<file path="config.mk">
export PLATFORM = sky130hd
export DESIGN_NAME = binary_image_2x2_square_cover_check_core
export DESIGN_NICKNAME = d
export VERILOG_FILES = /design/src/bsc_pkg.sv /design/src/bsc_line_buf.sv /design/src/bsc_rsp_fifo.sv /design/src/binary_image_2x2_square_cover_check_core.sv
export VERILOG_INCLUDE_DIRS = /design/src /design/src/src
export SDC_FILE = /design/constraint.sdc
export NUM_CORES = 1
export LEC_CHECK = 0
export ABC_AREA = 1
export BUFFER_PORTS_ARGS = -buffer_cell sky130_fd_sc_hd__clkbuf_2
export CAP_MARGIN = 20
export CORE_MARGIN = 2
export CORE_UTILIZATION = 40
export CTS_CLUSTER_DIAMETER = 100
export CTS_CLUSTER_SIZE = 20
export DETAILED_ROUTE_END_ITERATION = 8
export MAX_ROUTING_LAYER = met4
export SLEW_MARGIN = 20
export SYNTH_ARGS = -nofsm -noshare
export SYNTH_HDL_FRONTEND = slang
export SYNTH_HIERARCHICAL = 1
export SYNTH_SLANG_ARGS = --single-unit
</file>
<file path="constraint.sdc">
create_clock -name clock -period 5.61 [get_ports clock]
set_input_delay 1.122 -clock clock [delete_from_list [all_inputs] [get_ports clock]]
set_output_delay 1.122 -clock clock [all_outputs]
set_load 0.02 [all_outputs]
</file>
<file path="src/binary_image_2x2_square_cover_check_core_assert.svh">
// ----------------------------------------------------------------------------
// Assertion macros for the 2x2 square cover check core
// Concurrent checks on clock, held off while reset is high; empty in synthesis.
// ----------------------------------------------------------------------------
`ifndef BINARY_IMAGE_2X2_SQUARE_COVER_CHECK_CORE_ASSERT_SVH
`define BINARY_IMAGE_2X2_SQUARE_COVER_CHECK_CORE_ASSERT_SVH

`ifndef SYNTHESIS
// prop must hold at every clock edge outside reset
`define BSC_ASSERT(name, prop, msg) \
   name: assert property (@(posedge clock) disable iff (reset) prop) \
      else $error(msg);
// post must hold in the cycle after pre
`define BSC_ASSERT_NEXT(name, pre, post, msg) \
   name: assert property (@(posedge clock) disable iff (reset) (pre) |=> (post)) \
      else $error(msg);
`else
`define BSC_ASSERT(name, prop, msg)
`define BSC_ASSERT_NEXT(name, pre, post, msg)
`endif

`endif

</file>
<file path="src/bsc_pkg.sv">
// ----------------------------------------------------------------------------
// bsc_pkg
// Shared constants and types of the 2x2 square cover check core.
// ----------------------------------------------------------------------------
`default_nettype none

package bsc_pkg;

   localparam int DEF_MAX_COLS = 64;
   localparam int DEF_MAX_ROWS = 64;

   localparam int DIM_W      = 7;
   localparam int COORD_W    = 6;
   localparam int COUNT_W    = 12;
   localparam int CSR_IDX_W  = 1;
   localparam int CSR_DATA_W = 7;

   localparam logic [COUNT_W-1:0] COUNT_MAX = 12'd4095;
   localparam logic [DIM_W-1:0]   DIM_RESET = 7'd64;
   localparam logic [DIM_W-1:0]   DIM_MIN   = 7'd2;

   // register indexes
   localparam logic [CSR_IDX_W-1:0] CSR_IDX_ROWS = 1'b0;
   localparam logic [CSR_IDX_W-1:0] CSR_IDX_COLS = 1'b1;

   // result kinds
   localparam logic KIND_SQUARE  = 1'b0;
   localparam logic KIND_VERDICT = 1'b1;

   // result queue
   localparam int RSP_DEPTH = 4;
   localparam int RSP_PTR_W = 2;
   localparam int RSP_CNT_W = 3;

   typedef struct packed {
      logic pix;
      logic win;
   } line_entry_type;

   typedef struct packed {
      logic               kind;
      logic [COORD_W-1:0] square_row;
      logic [COORD_W-1:0] square_col;
      logic               cover_ok;
      logic [COUNT_W-1:0] square_count;
      logic               last;
   } rsp_item_type;

   // second is only ever set together with first
   typedef struct packed {
      logic first;
      logic second;
   } push_type;

endpackage

`default_nettype wire

</file>
<file path="src/bsc_line_buf.sv">
// ----------------------------------------------------------------------------
// bsc_line_buf
// One row of pixel and window flags, one write and one registered read per
// cycle, with write-to-read forwarding and per-entry valid bits.
// ----------------------------------------------------------------------------
`default_nettype none

module bsc_line_buf #(
   parameter int DEPTH = bsc_pkg::DEF_MAX_COLS
) (
   input  wire                        clock,
   input  wire                        reset,
   input  wire                        wr_en,
   input  wire  [$clog2(DEPTH)-1:0]   wr_addr,
   input  bsc_pkg::line_entry_type    wr_data,
   input  wire                        rd_en,
   input  wire  [$clog2(DEPTH)-1:0]   rd_addr,
   output bsc_pkg::line_entry_type    rd_data
);

   bsc_pkg::line_entry_type line_mem_ff [DEPTH];
   logic [DEPTH-1:0]        vld_ff;

   bsc_pkg::line_entry_type rd_mem_ff;
   bsc_pkg::line_entry_type rd_wdata_ff;
   logic                    rd_fwd_ff;
   logic                    rd_vld_ff;
   logic                    rd_fwd_in;
   logic                    rd_vld_in;

   assign rd_fwd_in = wr_en && (wr_addr == rd_addr);
   assign rd_vld_in = rd_fwd_in || vld_ff[rd_addr];

   always_ff @(posedge clock) begin
      if (wr_en) begin
         line_mem_ff[wr_addr] <= wr_data;
      end
   end

   always_ff @(posedge clock) begin
      if (rd_en) begin
         rd_mem_ff <= line_mem_ff[rd_addr];
      end
   end

   // entries never written since reset read as zero
   always_ff @(posedge clock) begin
      if (reset) begin
         vld_ff <= '0;
      end else if (wr_en) begin
         vld_ff[wr_addr] <= 1'b1;
      end
   end

   always_ff @(posedge clock) begin
      if (rd_en) begin
         rd_fwd_ff   <= rd_fwd_in;
         rd_vld_ff   <= rd_vld_in;
         rd_wdata_ff <= wr_data;
      end
   end

   always_comb begin
      if (!rd_vld_ff) begin
         rd_data = '0;
      end else if (rd_fwd_ff) begin
         rd_data = rd_wdata_ff;
      end else begin
         rd_data = rd_mem_ff;
      end
   end

endmodule

`default_nettype wire

</file>
<file path="src/bsc_rsp_fifo.sv">
// ----------------------------------------------------------------------------
// bsc_rsp_fifo
// Four-entry result queue, up to two pushes and one pop per cycle.
// ----------------------------------------------------------------------------
`default_nettype none

`include "binary_image_2x2_square_cover_check_core_assert.svh"

module bsc_rsp_fifo (
   input  wire                     clock,
   input  wire                     reset,
   input  bsc_pkg::push_type       push,
   input  bsc_pkg::rsp_item_type   item_a,
   input  bsc_pkg::rsp_item_type   item_b,
   output logic                    room,
   output logic                    out_valid,
   input  wire                     out_stall,
   output bsc_pkg::rsp_item_type   out_item
);

   bsc_pkg::rsp_item_type              entry_ff [bsc_pkg::RSP_DEPTH];
   logic [bsc_pkg::RSP_PTR_W-1:0]      wr_ptr_ff;
   logic [bsc_pkg::RSP_PTR_W-1:0]      rd_ptr_ff;
   logic [bsc_pkg::RSP_CNT_W-1:0]      count_ff;
   logic [bsc_pkg::RSP_PTR_W-1:0]      wr_ptr_in;
   logic [bsc_pkg::RSP_PTR_W-1:0]      rd_ptr_in;
   logic [bsc_pkg::RSP_CNT_W-1:0]      count_in;
   logic [bsc_pkg::RSP_CNT_W-1:0]      push_n;
   logic                               pop;

   assign push_n    = bsc_pkg::RSP_CNT_W'(push.first) + bsc_pkg::RSP_CNT_W'(push.second);
   assign pop       = out_valid && !out_stall;
   assign out_valid = (count_ff != '0);
   assign out_item  = entry_ff[rd_ptr_ff];
   // room flags that space for a pair of pushes is left
   assign room      = (count_ff <= bsc_pkg::RSP_CNT_W'(bsc_pkg::RSP_DEPTH - 2));

   assign wr_ptr_in = wr_ptr_ff + bsc_pkg::RSP_PTR_W'(push_n);
   assign rd_ptr_in = rd_ptr_ff + bsc_pkg::RSP_PTR_W'(pop);
   assign count_in  = count_ff + push_n - bsc_pkg::RSP_CNT_W'(pop);

   always_ff @(posedge clock) begin
      if (push.first) begin
         entry_ff[wr_ptr_ff] <= item_a;
      end
      if (push.second) begin
         entry_ff[wr_ptr_ff + bsc_pkg::RSP_PTR_W'(1)] <= item_b;
      end
   end

   always_ff @(posedge clock) begin
      if (reset) begin
         wr_ptr_ff <= '0;
         rd_ptr_ff <= '0;
         count_ff  <= '0;
      end else begin
         wr_ptr_ff <= wr_ptr_in;
         rd_ptr_ff <= rd_ptr_in;
         count_ff  <= count_in;
      end
   end

   `BSC_ASSERT(a_fifo_bounded, (count_ff <= bsc_pkg::RSP_CNT_W'(bsc_pkg::RSP_DEPTH)), "result queue overflow")
   `BSC_ASSERT(a_fifo_pair_order, (push.second |-> push.first), "second push without first")

endmodule

`default_nettype wire

</file>
<file path="src/binary_image_2x2_square_cover_check_core.sv">
// ----------------------------------------------------------------------------
// binary_image_2x2_square_cover_check_core
// Results enter a four-entry queue as their pixel is taken and are offered
// on rsp_valid from its head. Throughput: one pixel per cycle unless req_stall
// is high (room for a pair lacking); an image's last pixel may give two results.
// Reset: synchronous, active high; counters, flags and queue are cleared and
// both size registers return to 64. Line buffers are not swept.
// ----------------------------------------------------------------------------
`default_nettype none

`include "binary_image_2x2_square_cover_check_core_assert.svh"

module binary_image_2x2_square_cover_check_core #(
   parameter int MAX_COLS = bsc_pkg::DEF_MAX_COLS,
   parameter int MAX_ROWS = bsc_pkg::DEF_MAX_ROWS
) (
   input  wire                                clock,
   input  wire                                reset,
   // pixel requests
   input  wire                                req_valid,
   output logic                               req_stall,
   input  wire                                req_pixel,
   // results
   output logic                               rsp_valid,
   input  wire                                rsp_stall,
   output logic                               rsp_kind,
   output logic [bsc_pkg::COORD_W-1:0]        rsp_square_row,
   output logic [bsc_pkg::COORD_W-1:0]        rsp_square_col,
   output logic                               rsp_cover_ok,
   output logic [bsc_pkg::COUNT_W-1:0]        rsp_square_count,
   output logic                               rsp_last,
   // size registers
   input  wire                                csr_wr_en,
   input  wire  [bsc_pkg::CSR_IDX_W-1:0]      csr_index,
   input  wire  [bsc_pkg::CSR_DATA_W-1:0]     csr_wdata
);

   localparam int COL_W  = $clog2(MAX_COLS);
   localparam int ROW_W  = $clog2(MAX_ROWS);
   // compare widths hold both the 7-bit register and the maximum
   localparam int CCMP_W = ((COL_W > bsc_pkg::DIM_W) ? COL_W : bsc_pkg::DIM_W) + 1;
   localparam int RCMP_W = ((ROW_W > bsc_pkg::DIM_W) ? ROW_W : bsc_pkg::DIM_W) + 1;

   // ---------------------------------------------------------------- registers
   logic [bsc_pkg::DIM_W-1:0]   rows_ff;
   logic [bsc_pkg::DIM_W-1:0]   cols_ff;
   logic [ROW_W-1:0]            row_ff;
   logic [COL_W-1:0]            col_ff;
   logic                        prev_pix_ff;
   logic                        prev_win_ff;
   logic                        mism_ff;
   logic [bsc_pkg::COUNT_W-1:0] found_ff;
   bsc_pkg::line_entry_type     up_left_ff;   // previous row, column c-1
   // deferred write of the last column's entry, flushed the next cycle
   logic                        pend_ff;
   logic [COL_W-1:0]            pend_addr_ff;
   bsc_pkg::line_entry_type     pend_data_ff;

   logic [ROW_W-1:0]            row_in;
   logic [COL_W-1:0]            col_in;
   logic                        mism_in;
   logic [bsc_pkg::COUNT_W-1:0] found_in;

   // ---------------------------------------------------------------- datapath
   logic                        req_accept;
   logic [CCMP_W-1:0]           cols_raw;
   logic [CCMP_W-1:0]           cols_use;
   logic [RCMP_W-1:0]           rows_raw;
   logic [RCMP_W-1:0]           rows_use;
   logic                        end_row;
   logic                        last_row;
   logic                        verdict;
   logic                        r_nz;
   logic                        c_nz;
   logic                        win;
   logic                        chk_inner;
   logic                        chk_edge;
   logic                        chk_last_left;
   logic                        chk_last_end;
   logic                        mism_now;
   logic [bsc_pkg::COUNT_W-1:0] found_now;
   bsc_pkg::line_entry_type     up_cur;       // previous row, column c

   logic                        lb_wr_en;
   logic [COL_W-1:0]            lb_wr_addr;
   bsc_pkg::line_entry_type     lb_wr_data;
   logic [COL_W-1:0]            lb_rd_addr;

   bsc_pkg::push_type           push;
   bsc_pkg::rsp_item_type       sq_item;
   bsc_pkg::rsp_item_type       vd_item;
   bsc_pkg::rsp_item_type       item_a;
   bsc_pkg::rsp_item_type       head;
   logic                        room;

   assign req_stall  = !room;
   assign req_accept = req_valid && !req_stall;

   // sizes in use, clamped to 2..MAX
   assign cols_raw = CCMP_W'(cols_ff);
   assign rows_raw = RCMP_W'(rows_ff);

   always_comb begin
      if (cols_raw < CCMP_W'(bsc_pkg::DIM_MIN)) begin
         cols_use = CCMP_W'(bsc_pkg::DIM_MIN);
      end else if (cols_raw > CCMP_W'(MAX_COLS)) begin
         cols_use = CCMP_W'(MAX_COLS);
      end else begin
         cols_use = cols_raw;
      end
   end

   always_comb begin
      if (rows_raw < RCMP_W'(bsc_pkg::DIM_MIN)) begin
         rows_use = RCMP_W'(bsc_pkg::DIM_MIN);
      end else if (rows_raw > RCMP_W'(MAX_ROWS)) begin
         rows_use = RCMP_W'(MAX_ROWS);
      end else begin
         rows_use = rows_raw;
      end
   end

   // a counter at or past the end (size shrunk mid-image) counts as the end
   assign end_row  = (CCMP_W'(col_ff) + CCMP_W'(1)) >= cols_use;
   assign last_row = (RCMP_W'(row_ff) + RCMP_W'(1)) >= rows_use;
   assign verdict  = end_row && last_row;
   assign r_nz     = (row_ff != '0);
   assign c_nz     = (col_ff != '0);

   // window ending at (r, c): all four pixels set
   assign win = r_nz && c_nz && req_pixel && prev_pix_ff && up_cur.pix && up_left_ff.pix;

   // pixel (r-1, c-1): all four windows over it are now known
   assign chk_inner = r_nz && c_nz &&
      (up_left_ff.pix != (up_left_ff.win | up_cur.win | prev_win_ff | win));
   // pixel (r-1, last column)
   assign chk_edge = r_nz && end_row && (up_cur.pix != (up_cur.win | win));
   // last row: the pixel to the left, and the corner pixel itself
   assign chk_last_left = last_row && c_nz && (prev_pix_ff != (prev_win_ff | win));
   assign chk_last_end  = last_row && end_row && (req_pixel != win);

   assign mism_now  = mism_ff | chk_inner | chk_edge | chk_last_left | chk_last_end;
   assign found_now = (win && (found_ff != bsc_pkg::COUNT_MAX)) ?
                      found_ff + bsc_pkg::COUNT_W'(1) : found_ff;

   // ---------------------------------------------------------------- line buffer
   // Lagged writes: column c-1 takes the previous pixel; at the row end the
   // current column is written in the next cycle, when the port is free since
   // the next pixel is at column 0.
   always_comb begin
      if (req_accept && c_nz) begin
         lb_wr_en   = 1'b1;
         lb_wr_addr = col_ff - COL_W'(1);
         lb_wr_data = '{pix: prev_pix_ff, win: prev_win_ff};
      end else begin
         lb_wr_en   = pend_ff;
         lb_wr_addr = pend_addr_ff;
         lb_wr_data = pend_data_ff;
      end
   end

   // fetch the next column's entry ahead of its pixel
   assign lb_rd_addr = end_row ? '0 : col_ff + COL_W'(1);

   bsc_line_buf #(
      .DEPTH (MAX_COLS)
   ) u_line_buf (
      .clock   (clock),
      .reset   (reset),
      .wr_en   (lb_wr_en),
      .wr_addr (lb_wr_addr),
      .wr_data (lb_wr_data),
      .rd_en   (req_accept),
      .rd_addr (lb_rd_addr),
      .rd_data (up_cur)
   );

   // ---------------------------------------------------------------- state update
   assign col_in   = end_row ? '0 : col_ff + COL_W'(1);
   assign row_in   = end_row ? (last_row ? '0 : row_ff + ROW_W'(1)) : row_ff;
   assign mism_in  = verdict ? 1'b0 : mism_now;
   assign found_in = verdict ? '0 : found_now;

   always_ff @(posedge clock) begin
      if (reset) begin
         rows_ff <= bsc_pkg::DIM_RESET;
         cols_ff <= bsc_pkg::DIM_RESET;
      end else if (csr_wr_en) begin
         case (csr_index)
            bsc_pkg::CSR_IDX_ROWS: begin
               rows_ff <= csr_wdata;
            end
            bsc_pkg::CSR_IDX_COLS: begin
               cols_ff <= csr_wdata;
            end
            default: begin
            end
         endcase
      end
   end

   always_ff @(posedge clock) begin
      if (reset) begin
         row_ff      <= '0;
         col_ff      <= '0;
         prev_pix_ff <= 1'b0;
         prev_win_ff <= 1'b0;
         mism_ff     <= 1'b0;
         found_ff    <= '0;
         pend_ff     <= 1'b0;
      end else begin
         pend_ff <= req_accept && end_row;
         if (req_accept) begin
            row_ff      <= row_in;
            col_ff      <= col_in;
            prev_pix_ff <= req_pixel;
            prev_win_ff <= win;
            mism_ff     <= mism_in;
            found_ff    <= found_in;
         end
      end
   end

   always_ff @(posedge clock) begin
      if (req_accept) begin
         up_left_ff   <= up_cur;
         pend_addr_ff <= col_ff;
         pend_data_ff <= '{pix: req_pixel, win: win};
      end
   end

   // ---------------------------------------------------------------- results
   // a square found at the last pixel goes out ahead of the verdict
   assign sq_item = '{kind:         bsc_pkg::KIND_SQUARE,
                      square_row:   bsc_pkg::COORD_W'(row_ff),
                      square_col:   bsc_pkg::COORD_W'(col_ff),
                      cover_ok:     1'b0,
                      square_count: '0,
                      last:         1'b0};

   assign vd_item = '{kind:         bsc_pkg::KIND_VERDICT,
                      square_row:   '0,
                      square_col:   '0,
                      cover_ok:     !mism_now,
                      square_count: found_now,
                      last:         1'b1};

   assign item_a      = win ? sq_item : vd_item;
   assign push.first  = req_accept && (win || verdict);
   assign push.second = req_accept && win && verdict;

   bsc_rsp_fifo u_rsp_fifo (
      .clock     (clock),
      .reset     (reset),
      .push      (push),
      .item_a    (item_a),
      .item_b    (vd_item),
      .room      (room),
      .out_valid (rsp_valid),
      .out_stall (rsp_stall),
      .out_item  (head)
   );

   assign rsp_kind         = head.kind;
   assign rsp_square_row   = head.square_row;
   assign rsp_square_col   = head.square_col;
   assign rsp_cover_ok     = head.cover_ok;
   assign rsp_square_count = head.square_count;
   assign rsp_last         = head.last;

   // ---------------------------------------------------------------- checks
   `BSC_ASSERT_NEXT(a_image_end_clears, (req_accept && verdict), (row_ff == '0 && col_ff == '0 && found_ff == '0 && !mism_ff), "state not cleared after image end")
   `BSC_ASSERT_NEXT(a_count_no_drop, (req_accept && !verdict), (found_ff >= $past(found_ff)), "square count dropped inside an image")
   `BSC_ASSERT_NEXT(a_pend_flushes, pend_ff, !pend_ff, "deferred line write held over")
   `BSC_ASSERT(a_col_in_range, (CCMP_W'(col_ff) < CCMP_W'(MAX_COLS)), "column counter out of range")

endmodule

`default_nettype wire
</file>
**After elaboration in Yosys (flattened, before gate mapping)**

Memory sizes are Yosys's and may differ from the RTL's. A register that Yosys moved wholly into a read port is not among the register bits.
Index checks and enable logic that the tools add are counted.

- Register bits: 127
- Logic and storage cells: 122
- Bits in writable memories: 236
- Input bits: 14
- Memories: 2

Memories:

| memory | words | bits a word | rd ports | clocked after memory_dff | wr ports | RTL line | source |
|---|---|---|---|---|---|---|---|
| u_line_buf.line_mem_ff | 64 | 2 | 1 | 1 | 1 | bsc_line_buf.sv:21 | `bsc_pkg::line_entry_type line_mem_ff [DEPTH];` |
| u_rsp_fifo.entry_ff | 4 | 27 | 1 | 1 | 2 | bsc_rsp_fifo.sv:21 | `bsc_pkg::rsp_item_type entry_ff [bsc_pkg::RSP_DEPTH];` |

- Add/subtract/negate cells: 12
- Reduce and logical (&&, ||, !) cells: 33
- Equality and inequality tests: 6
- Muxes and demuxes: 26
- Bitwise logic cells: 11
- Magnitude comparators: 10

Operator list:

| kind | count |
|---|---|
| 64-bit bitwise OR | 1 |
| 27-bit 2-to-1 mux | 1 |
| 12-bit 2-to-1 mux | 2 |
| 1-bit logical AND | 22 |
| 7-bit 2-to-1 mux | 3 |
| 6-bit 2-to-1 mux | 3 |
| 7-bit by 8-bit greater-or-equal comparator with 1-bit output | 2 |
| 6-bit by 1-bit adder with 7-bit output (second input constant) | 2 |
| 7-bit greater-than comparator (second input constant) | 2 |
| 6-bit by 7-bit < comparator with 1-bit output (second input constant) | 2 |
| 7-bit by 2-bit < comparator with 1-bit output (second input constant) | 2 |
| 12-bit by 1-bit adder with 12-bit output (second input constant) | 1 |
| 6-bit by 1-bit adder with 6-bit output (second input constant) | 2 |
| 12-bit inequality test (second input constant) | 1 |
| 6-bit nonzero test | 2 |
| 1-bit 2-to-1 mux | 10 |
| 1-bit bitwise OR | 9 |
| 2-bit 2-to-1 mux | 4 |
| 8-bit 2-to-1 mux | 1 |
| 1-bit binary-select mux with 6-bit select | 1 |
| 1-bit demux with 6-bit select | 1 |
| 6-bit equality test | 1 |
| 6-bit by 1-bit greater-or-equal comparator with 1-bit output (second input constant) | 1 |
| 2-bit AND reduction | 3 |
| 13 further kinds | 19 |

**Depth between registers and ports, before layout**

Gate-level depths: netlist (run 1).

- Depth in word-level cells: 15
- Gate-level depth with buffers: 27
- Mapped depth without buffers: 25

**By module**

The synthesis (run 1) kept the hierarchy.

By module, submodules not included:

| module | area each (um^2) | instances | cells each |
|---|---|---|---|
| bsc_line_buf | 8383.0 | 1 | 925 |
| bsc_rsp_fifo | 5559.1 | 1 | 584 |
| binary_image_2x2_square_cover_check_core | 3338.2 | 1 | 497 |

**Worst setup path after synthesis (run 1)**

Ideal clock, no wire load.

- Path type: input to register
- Start: in req_valid
- End: mem u_line_buf/line_mem_ff[0][0] (netlist name), data pin
- Slack: 0.708 ns
- Arrival: 4.192 ns
- Cell stages on the path: 5
- Required time: 4.900 ns
- Library setup time: 0.710 ns
- Path buffers: 1
- Cells stage by stage: nand2_1 inv_1 nand2_1 clkbuf_1 o21ai_0

RTL lines:

| item | RTL line | source |
|---|---|---|
| start, declared | binary_image_2x2_square_cover_check_core.sv:20 | `input wire req_valid,` |
| end, declared | bsc_line_buf.sv:21 |  |

==> impl_results.md, run 1 <==
- Status: completed
- Yosys top cell area share: 43.8%
- First-pass GRT wire length: 68100 microns
- Vias after detailed routing: 13400
- Yosys warnings: 6
- Syn_area_per_cell: 8.61 sq um
- Dpl hpwl: 26600 microns
- CTS Hold Buffers Added: 0
- R2r setup slk: 1.36 ns
- Per-cell routed wire length: 16.5 microns
- Critical Path Sink Type: register
- Max_cap viols: 0
- Pwr dens: 378 nW/um^2
- Area growth syn-to-layout: 8.20%
- Post-synth design cell area: 17300 sq um
- Ys flop type: edfxtp_1
- Largest net degree at the start of global routing: 99
- Nets: 2047
- Worst hold path type: reg -> reg
- Ys async rst share: 0%
- Worst EP arrival: 4.72 ns
- Final Cell Area: 18700 sq um
- Startpoint Class: register
- Net Sw Frac: 36.9%
- Initial antenna violation count: 2
- Count leader, synth: nand2_1
- Mean number of vias per cell: 5.14
- LEAKAGE: 6.91 nW
- Crit path kind: reg -> reg
- Library cells used by synthesis: 43
- Internal cell power: 4.47 mW
- Worst hold slack: 0.473 ns
- Area of the multi-input gates: 6460 sq um
- Fin. Hold Viols: 0
- IO Port Bufs: 42
- Core area: 42900 sq um
- Clock power share: 23.8%
- Final setup vio count: 0
- Root Driver: clkbuf_16
- Final Skew: 0.0302 ns
- Maximum clock path buffer count: 3
- Vias in the first global route: 12600
- Post-Route WL: 43100 microns
- Flip-flop and latch area: 9830 sq um
- Largest area contributor in the netlist: edfxtp_1
- Combinational share of power: 31.6%
- DRC errors left: 0
- Yosys reg bits: 365
- CTS tree: done
- Max-slew violations: 0
- CTS buffer count: 22
- CP Max Fanout: 8
- WP data required: 6.08 ns
- Num rows: 76
- ANT nets after route: 0
- Slew @ Worst Pin: 1.07 ns
- P_sw: 2.61 mW
- Clk Latency, worst-skew pair: 0.56 ns
- Share of cells above drive strength 1: 6.47%
- Worst-path clk slew: 0.08 ns
- Min cycle time layout: 4.25 ns
- Max-Slew Margin vs Limit: 28.9%
- Pwr Total: 7.07 mW
- Cell count after synthesis: 2006
- Synth area leaders: edfxtp_1 (44%), dfxtp_1 (13%), nand2_1 (10%)
- Gpl congestion: 0.876
- Post-cts resize count: 0
- Max Freq: 235 MHz
- Post-synth EDFFs: 252
- Sequential group share of total power: 44.6%
- Clk sinks: 365
- Starting density of the core: 40.3%
- Grt total ovfl: 0
- RSZ-0062 raised after global routing: no
- Num ports: 43
- Final Cycle Share: 75.7%
- Worst vdd ir: 274 uV
- # Post-CTS Setup Buffers: 0
- GRT Total Usage: 19.8%
- H-Tree Depth: 1
- Die Height: 212 microns
- Placed cell areas: 18000 sq um
- Drt first pass iters: 5
- TNS Setup: 0 ns
- Synth cell count leaders: nand2_1 (483), nor2_1 (338), edfxtp_1 (252)
- Total die area: 44900 sq um
- Filler cells: 4233
- Sequential fraction of the synthesis area: 56.9%
- Chip Width: 212 microns
- Final Util: 43.6%
- Initial DRC count: 964
[state kept, by name, summed over array words and instances (netlist names)]
name,flops
col_ff,6
cols_ff,7
found_ff,12
mism_ff,1
pend_addr_ff,6
pend_data_ff,2
pend_ff,1
prev_pix_ff,1
prev_win_ff,1
row_ff,6
rows_ff,7
u_line_buf/line_mem_ff,128
u_line_buf/rd_fwd_ff,1
u_line_buf/rd_mem_ff,2
u_line_buf/rd_vld_ff,1
u_line_buf/rd_wdata_ff,2
u_line_buf/vld_ff,64
u_rsp_fifo/count_ff,3
u_rsp_fifo/entry_ff,108
u_rsp_fifo/rd_ptr_ff,2
u_rsp_fifo/wr_ptr_ff,2
up_left_ff,2
[metrics by stage]
stage,instances,worst slack [ns]
6_report,2611,1.36
5_1_grt,2611,0.855
4_1_cts,2608,1.33
3_5_place_dp,2568,1.42
3_3_place_gp,2568,1.46
2_1_floorplan,2018,0.708
[cells in the final DEF, fill, tap and decap left out, types with 3 or more instances in the layout]
master       n
o21ai_0    192
nor4_1       3
nor2_4       3
buf_4       23
xnor2_1      5
dfxtp_1    112
nand3_2      5
a22oi_1      4
conb_1      14
ha_1        24
a21oi_1     29
xor2_1      16
clkbuf_1    14
nor2_1     337
nand2_1    483
o21ai_1      5
nor2_2      10
o22ai_1     29
nand2_2      3
clkbuf_16   22
nor3_1      20
inv_1      150
edfxtp_1   252
o31ai_4      3
nand3_1    182
nand4_1      5
a211oi_1     6
clkbuf_2    41
inv_2        8
[final timing paths]
path                        startpoint                     end  cells past startpoint
setup / recovery            cols_ff[3]  u_rsp_fifo/count_ff[2]                     24
hold / removal    u_line_buf/vld_ff[3]    u_line_buf/vld_ff[3]                      2
setup reg to reg            cols_ff[3]  u_rsp_fifo/count_ff[2]                     24
hold reg to reg   u_line_buf/vld_ff[3]    u_line_buf/vld_ff[3]                      2
[power by group through the flow]
stage / Clock [mW] / Sequential (mW) / Combinational (mW)
finish: 1.68 / 3.15 / 2.24
global route: 1.82 / 3.17 / 2.49
CTS: 1.72 / 3.15 / 2.23
detailed placement: 0 / 3.22 / 2.22
global placement: 0 / 3.21 / 2.20
floorplan: 0 / 3.19 / 1.61
[metal layers]
layer,vias to the layer above,global-route usage (%),wire (microns)
li1,6632,-,-
met1,6338,25.5,19400
met2,352,32.0,19900
met3,86,2.74,2350
met4,0,6.99,1470
met5,-,-,0
[final cells by class]
type	instances	share of cell area [%]
inverter	159	3.21
sequential	365	52.6
clock inverter	4	0.315
tap	585	3.91
multi-input combinational	1395	34.6
clock buffer	36	3.23
timing repair buffer	65	2.17
antenna	2	0.0268
[logic make-up (layout without fill, tap and decap cells)]
family                     Yosys count  in the layout  share of synthesized area [%]
AOI/OAI and AO/OA                  278            278                           8.57
xor gates and xnor gates            21             21                           1.06
adders and majority gates           25             25                           1.85
buffers and inverters              258            264                           6.39
DFF                                365            365                           56.9
muxes                                1              1                         0.0796
other                                2             16                         0.0435
and+or+nand+nor                   1056           1056                           25.1
[critical path, stage by stage, from the launching register on]
cell,delay (ns)
dfxtp_1,0.33
or2_2,0.29
nor4_1,0.26
inv_1,0.09
o21ai_0,0.21
nand2_1,0.08
ha_1,0.27
nand2_1,0.06
inv_1,0.05
nand2_1,0.04
nand2_1,0.05
nand2_1,0.05
nand3_1,0.28
nand2_1,0.15
inv_1,0.10
nand2_1,0.09
nor2_1,0.41
ha_1,0.36
xnor2_1,0.18
ha_1,0.16
inv_1,0.04
fa_1,0.37
inv_1,0.06
nand2_1,0.05
a21oi_1,0.15
(Power assumes the default switching activity.)
==> run 2: changes to the inputs <==
==> constraint.sdc (replaced) <==
create_clock -name clock -period 3.5 [get_ports clock]
set_input_delay 0.7 -clock clock [delete_from_list [all_inputs] [get_ports clock]]
set_output_delay 0.7 -clock clock [all_outputs]
set_load 0.02 [all_outputs]
==> impl_results.md, run 2 (synthesis results as in run 1) <==
- IO Port Bufs: 42 (unchanged)
- Max-slew violations: 0 (unchanged)
- Worst hold slack: 0.422 ns (-0.0506 ns)
- Initial DRC count: 1293 (+34%)
- Drt first pass iters: 8 (+3)
- Largest net degree at the start of global routing: 66 (-33%)
- Max Freq: 297 MHz (+26%)
- Status: completed
- Setup slack at placement: -0.0715 ns (-1.49 ns)
- Num rows: 76 (unchanged)
- Initial antenna violation count: 1 (-1)
- Die Height: 212 microns (unchanged)
- Nets: 2131 (+4.1%)
- Area growth syn-to-layout: 15.4%
- Gpl congestion: 0.848 (-3.2%)
- Worst EP arrival: 3.66 ns (-1.06 ns)
- Min cycle time layout: 3.36 ns (-0.886 ns)
- Slowest cell on crit path: dfxtp_2
- Slew @ Worst Pin: 0.779 ns (-0.286 ns)
- ANT nets after route: 0 (unchanged)
- Critical Path Sink Type: register
- LEAKAGE: 7.54 nW (+9.1%)
- Final setup vio count: 0 (unchanged)
- Final Skew: 0.0235 ns (-0.00674 ns)
- Dpl hpwl: 28600 microns (+7.4%)
- Placed cell areas: 18600 sq um (+3.5%)
- Max_cap viols: 0 (unchanged)
- Per-cell routed wire length: 16.9 microns (+2.6%)
- Clk sinks: 365 (unchanged)
- Most flops, register: u_line_buf/line_mem_ff
- CTS tree: done
- Mean number of vias per cell: 5.13 (about the same)
- Vias after detailed routing: 13800 (+3.1%)
- DRC errors left: 0 (unchanged)
- Commonest non-fill, non-tap cells in the layout: nand2_1 (475), nor2_1 (335), edfxtp_1 (252)
- Grt total ovfl: 0 (unchanged)
- Most common cell after layout, fill and taps aside: nand2_1
- CTS Hold Buffers Added: 0 (unchanged)
- Num ports: 43 (unchanged)
- WP data required: 3.80 ns (-2.28 ns)
- Final Cycle Share: 96.1% (+20 points)
- Post-Route WL: 45700 microns (+5.9%)
- RSZ-0062 raised after global routing: yes
- Total die area: 44900 sq um (unchanged)
- Registers with the most flip-flops: u_line_buf/line_mem_ff: 128 flops, u_rsp_fifo/entry_ff: 108 flops, u_line_buf/vld_ff: 64 flops
- Placed Instances: 2625 (+2.2%)
- Chip Width: 212 microns (unchanged)
- Worst hold path type: in -> reg
- Startpoint Class: register
- GRT Total Usage: 20.1% (+0.33 points)
- Root Driver: clkbuf_16
- Pwr dens: 614 nW/um^2 (+62%)
- Share of cells above drive strength 1: 12.5% (+6.0 points)
- Max FFs per register: 128 (unchanged)
- Pwr Total: 12.2 mW (+73%)
- Maximum clock path buffer count: 3 (unchanged)
- Core area: 42900 sq um (unchanged)
- Non-Filler Instances: 2694 (+3.2%)
- CTS buffer count: 22 (unchanged)
- H-Tree Depth: 1 (unchanged)
- Final Util: 46.5% (+2.9 points)
- TNS Setup: 0 ns (unchanged)
- Setup WS post-layout: 0.137 ns (-1.22 ns)
- Final Cell Area: 19900 sq um (+6.7%)
- Slowest cell delay on critical path: 0.33 ns (-0.08 ns)
- Worst vdd ir: 428 uV (+56%)
- Max-Slew Margin vs Limit: 48.0% (+19 points)
- First-pass GRT wire length: 69200 microns (+1.7%)
- Starting density of the core: 40.3% (unchanged)
- Worst-path clk slew: 0.09 ns (about the same)
- Vias in the first global route: 12900 (+2.5%)
- Fin. Hold Viols: 0 (unchanged)
- Clk Latency, worst-skew pair: 0.55 ns (about the same)
- Crit path kind: reg -> reg
- CP Max Fanout: 15 (+7)
- Most used cell, CP: nand2_1
run 2: changes by cell type in the layout (fill, tap and decap cells not counted), moves of 5 or more:
cell / change
buf_4: +46
nand3_1: -25
nand3_2: +25
buf_12: +17
buf_6: +11
clkbuf_16: +9
nand2_1: -8
nand2_2: +5
run 2: worst max-delay path: cells and delay by family (launching register included):
family / cells / cell delay (ns)
adder cells (fa/ha/maj): 1 / 0.28
AO/OA/AOI/OAI: 1 / 0.13
buffers and inverters: 8 / 0.86
AND/OR/NAND/NOR: 16 / 1.50
flip-flops: 1 / 0.33
run 2: report_power, final:
part           total (mW)  switching, mW  leakage [nW]  internal (mW)
Clock                2.64           1.40         0.309           1.25
Sequential           5.02         0.0883          3.19           4.93
Combinational        4.58           2.99          4.04           1.60
Total                12.2           4.47          7.54           7.77
run 2: what timing repair did:
action	4_1_cts	5_1_grt
buffers inserted	0	19
gates resized for setup	2	74
gates cloned	0	10
pin swaps	0	18
endpoints found under the hold margin	0	0
setup endpoints to repair	2	18
run 2: final timing paths:
path / startpoint / endpoint / cells after the start / slack, ns
hold / removal: req_pixel / pend_data_ff[1] / 1 / 0.42
setup / recovery: cols_ff[3] / u_line_buf/rd_vld_ff / 26 / 0.14
setup reg to reg: cols_ff[3] / u_line_buf/rd_vld_ff / 26 / 0.14
hold reg to reg: u_line_buf/vld_ff[13] / u_line_buf/vld_ff[13] / 2 / 0.47
run 2: final cells by class:
class | instances | area [sq um]
sequential | 365 | 9840
clock inverter | 1 | 16.3
multi-input combinational | 1395 | 6700
inverter | 159 | 609
fill | 4137 | 22900
antenna | 1 | 2.50
timing repair inverter | 2 | 17.5
clock buffer | 39 | 636
tap | 585 | 732
timing repair buffer | 147 | 1400
run 2: metal layers:
| metal | vias to the layer above | wire [microns] | track usage [%] | share of wire [%] |
|---|---|---|---|---|
| li1 | 6809 | - | - | - |
| met1 | 6530 | 20100 | 26.3 | 44 |
| met2 | 414 | 21800 | 33.3 | 48 |
| met3 | 70 | 2640 | 2.14 | 5.8 |
| met4 | 0 | 1120 | 5.61 | 2.4 |
| met5 | - | 0 | - | 0 |
==> run 3: changes to the inputs <==
--- a/config.mk
+++ b/config.mk
@@ -6,7 +6,6 @@
 export SDC_FILE = /design/constraint.sdc
 export NUM_CORES = 1
 export LEC_CHECK = 0
-export ABC_AREA = 1
 export BUFFER_PORTS_ARGS = -buffer_cell sky130_fd_sc_hd__clkbuf_2
 export CAP_MARGIN = 20
 export CORE_MARGIN = 2
==> impl_results.md, run 3 <==
- Status: complete, but fails checks
- Failing checks: negative setup slack
- Synth cell count leaders: edfxtp_1 (252), nor2_1 (227), mux2_2 (117)
- Num ports: 43 (unchanged)
- Post-synth EDFFs: 252 (unchanged)
- Worst vdd ir: 517 uV (+21%)
- Vias in the first global route: 11100 (-14%)
- Worst hold slack: 0.401 ns (-0.0210 ns)
- Total die area: 43900 sq um (-2.2%)
- IO Port Bufs: 42 (unchanged)
- Flip-flop and latch area: 9840 sq um (unchanged)
- Min cycle time layout: 3.57 ns (+0.205 ns)
- Ys flop type: edfxtp_1
- ANT nets after route: 0 (unchanged)
- Commonest non-fill, non-tap cells in the layout: edfxtp_1 (252), nor2_1 (221), buf_4 (118)
- Cell count after synthesis: 1305 (-35%)
- Post-synth design cell area: 16900 sq um (-2.2%)
- Area of the multi-input gates: 7130 sq um (+6.6%)
- Root Driver: clkbuf_16
- Crit path max-delay family: simple AND/OR/NAND/NOR gates
- Share of cells above drive strength 1: 30.2% (+18 points)
- Setup WS post-layout: -0.0687 ns (-0.205 ns)
- Clk Latency, worst-skew pair: 0.55 ns (about the same)
- Max_cap viols: 0 (unchanged)
- Syn_area_per_cell: 12.9 sq um (+50%)
- WP data required: 3.80 ns (about the same)
- Pwr Total: 9.92 mW (-19%)
- Busiest layer in global routing: met2
- Die Height: 210 microns (-1.1%)
- Most flops, register: u_line_buf/line_mem_ff
- Worst-path clk slew: 0.08 ns (about the same)
- Clk sinks: 365 (unchanged)
- Grt total ovfl: 0 (unchanged)
- Worst Path Buf+Inv: 2 (-6)
- CTS buffer count: 22 (unchanged)
- Yosys reg bits: 365 (unchanged)
- RSZ-0062 raised after global routing: yes
- Ys async rst share: 0% (unchanged)
- Registers with the most flip-flops: u_line_buf/line_mem_ff: 128 flops, u_rsp_fifo/entry_ff: 108 flops, u_line_buf/vld_ff: 64 flops
- First-pass GRT wire length: 63100 microns (-8.9%)
- Final Skew: 0.0299 ns (+0.00641 ns)
- Core area: 41900 sq um (-2.4%)
- Crit path kind: reg -> reg
- Final Cycle Share: 102% (+5.9 points)
- Filler cells: 3786 (-8.5%)
- Nets: 1532 (-28%)
- Worst EP arrival: 3.87 ns (+0.21 ns)
- Yosys warnings: 6 (unchanged)
- CTS tree: done
- Initial antenna violation count: 1 (unchanged)
- Met1 GRT Util: 24.3% (-2.0 points)
- Synth area leaders: edfxtp_1 (45%), dfxtp_1 (13%), mux4_2 (8.7%)
- Drt first pass iters: 5 (-3)
- GR Util met3: 2.35% (+0.21 points)
- Placed cell areas: 18700 sq um (+0.28%)
- Fin. Hold Viols: 0 (unchanged)
- Post-Route WL: 40100 microns (-12%)
- Max-slew violations: 0 (unchanged)
- Yosys top cell area share: 44.8% (+1.0 points)
- Slew @ Worst Pin: 0.730 ns (-0.0499 ns)
- GRT Total Usage: 19.0% (-1.1 points)
- Slowest cell on crit path: mux4_2
- Library cells used by synthesis: 67 (+56%)
- Most common cell after layout, fill and taps aside: edfxtp_1
- Crit-path cells: nor4_4, nand2b_1, and3_1, ha_1, nand2b_4, a31oi_4, o21ai_4, nor2_4, buf_12, buf_12, mux4_2, mux2_4, a221oi_4, nor4_4
- Largest net degree at the start of global routing: 66 (unchanged)
- Slowest cell delay on critical path: 0.50 ns (+0.17 ns)
- Pwr dens: 499 nW/um^2 (-19%)
- Chip Width: 210 microns (-1.1%)
- Maximum clock path buffer count: 3 (unchanged)
- Worst hold path type: in -> reg
- Area growth syn-to-layout: 17.7%
- Largest area contributor in the netlist: edfxtp_1
- M2 GR Usage: 32.0% (-1.3 points)
- Final setup vio count: 4 (+4)
- Starting density of the core: 40.4% (+0.077 points)
- Max FFs per register: 128 (unchanged)
- Mean number of vias per cell: 5.27 (+2.8%)
- Num rows: 75 (-1.3%)
- Sequential fraction of the synthesis area: 58.2% (+1.3 points)
- H-Tree Depth: 1 (unchanged)
- Per-cell routed wire length: 19.6 microns (+15%)
- Startpoint Class: register
- LEAKAGE: 7.31 nW (-3.0%)
- Vias after detailed routing: 10800 (-22%)
- Dpl hpwl: 26900 microns (-6.0%)
- Gpl congestion: 0.807 (-4.9%)
- Initial DRC count: 681 (-47%)
- Max-Slew Margin vs Limit: 51.4% (+3.4 points)
- Count leader, synth: edfxtp_1
- CP Max Fanout: 8 (-7)
- DRC errors left: 0 (unchanged)
- Max Freq: 280 MHz (-5.8%)
- Final Cell Area: 19900 sq um (-0.34%)
- Critical Path Sink Type: register
[run 3: cell types whose count changed in the layout (fill, tap and decap cells not counted), moves of 26 or more]
cell,change
nand2_1,-396
mux2i_1,+30
nor2_1,-114
buf_4,+49
nand3_1,-132
mux2_2,+112
mux4_2,+65
nand3_2,-26
inv_1,-130
o21ai_0,-175
conb_1,+42
o22ai_1,-29
[run 3: timing repair]
item | CTS | global route
hold buffers | 0 | 0
resized for setup | 32 | 20
gates cloned | 4 | 0
buffers inserted | 6 | 22
endpoints found under the setup margin | 22 | 50
pin swaps | 20 | 20
[run 3: final timing paths]
kind,end,slack [ns],from,depth (start not counted)
worst max-delay path,u_line_buf/rd_mem_ff[0],-0.07,cols_ff[5],14
worst min-delay path,cols_ff[5],0.40,csr_wdata[5],3
worst max register to register,u_line_buf/rd_mem_ff[0],-0.07,cols_ff[5],14
worst min register to register,cols_ff[6],0.47,cols_ff[6],1
[run 3: power by group]
part,total (mW),leakage (nW),switching (mW),internal (mW)
Sequential,4.87,3.32,0.0875,4.79
Clock,2.67,0.315,1.42,1.25
Combinational,2.38,3.68,1.28,1.10
Total,9.92,7.31,2.79,7.13
[run 3: metrics by stage]
step           utilization, %  instances  setup slack, ns  TNS [ns]
3_3_place_gp             44.6       1979           -0.245    -0.620
5_1_grt                  47.5       2049           -0.212    -0.793
6_report                 47.5       2049          -0.0687    -0.181
3_5_place_dp             44.6       1979           -0.294    -0.879
2_1_floorplan               -       1359           -0.209    -11.36
4_1_cts                  46.9       2028           -0.102    -0.351
[run 3: per-layer routing]
layer	vias to the layer above	part of all wire, %
met5	-	0
met4	0	3.0
met3	70	3.8
met2	230	49
met1	5385	44
li1	5119	-
[run 3: cell families after synthesis]
kind of cell               Yosys count  share of synthesized area [%]
adders and majority gates           25                           1.90
other                                2                         0.0444
AOI/OAI and AO/OA                  115                           4.30
buffers and inverters               89                           2.68
and+or+nand+nor                    457                           12.5
muxes                              214                           18.4
xor gates and xnor gates            38                           1.97
DFF                                365                           58.2
[run 3: final cells by class]
class | count | share of cell area (%)
Sequential cell | 365 | 49.5
Inverter | 18 | 0.340
Multi-Input combinational cell | 906 | 35.9
Antenna cell | 1 | 0.0126
Timing Repair Buffer | 180 | 7.60
Clock buffer | 38 | 3.18
Clock inverter | 2 | 0.107
Tap cell | 539 | 3.39
[run 3: tightest hold or removal path: cells and delay by family]
| family | cells | cell delay [ns] |
|---|---|---|
| buffers and inverters | 1 | 0.10 |
| AOI/OAI and AO/OA | 1 | 0.05 |
| and+or+nand+nor | 1 | 0.06 |
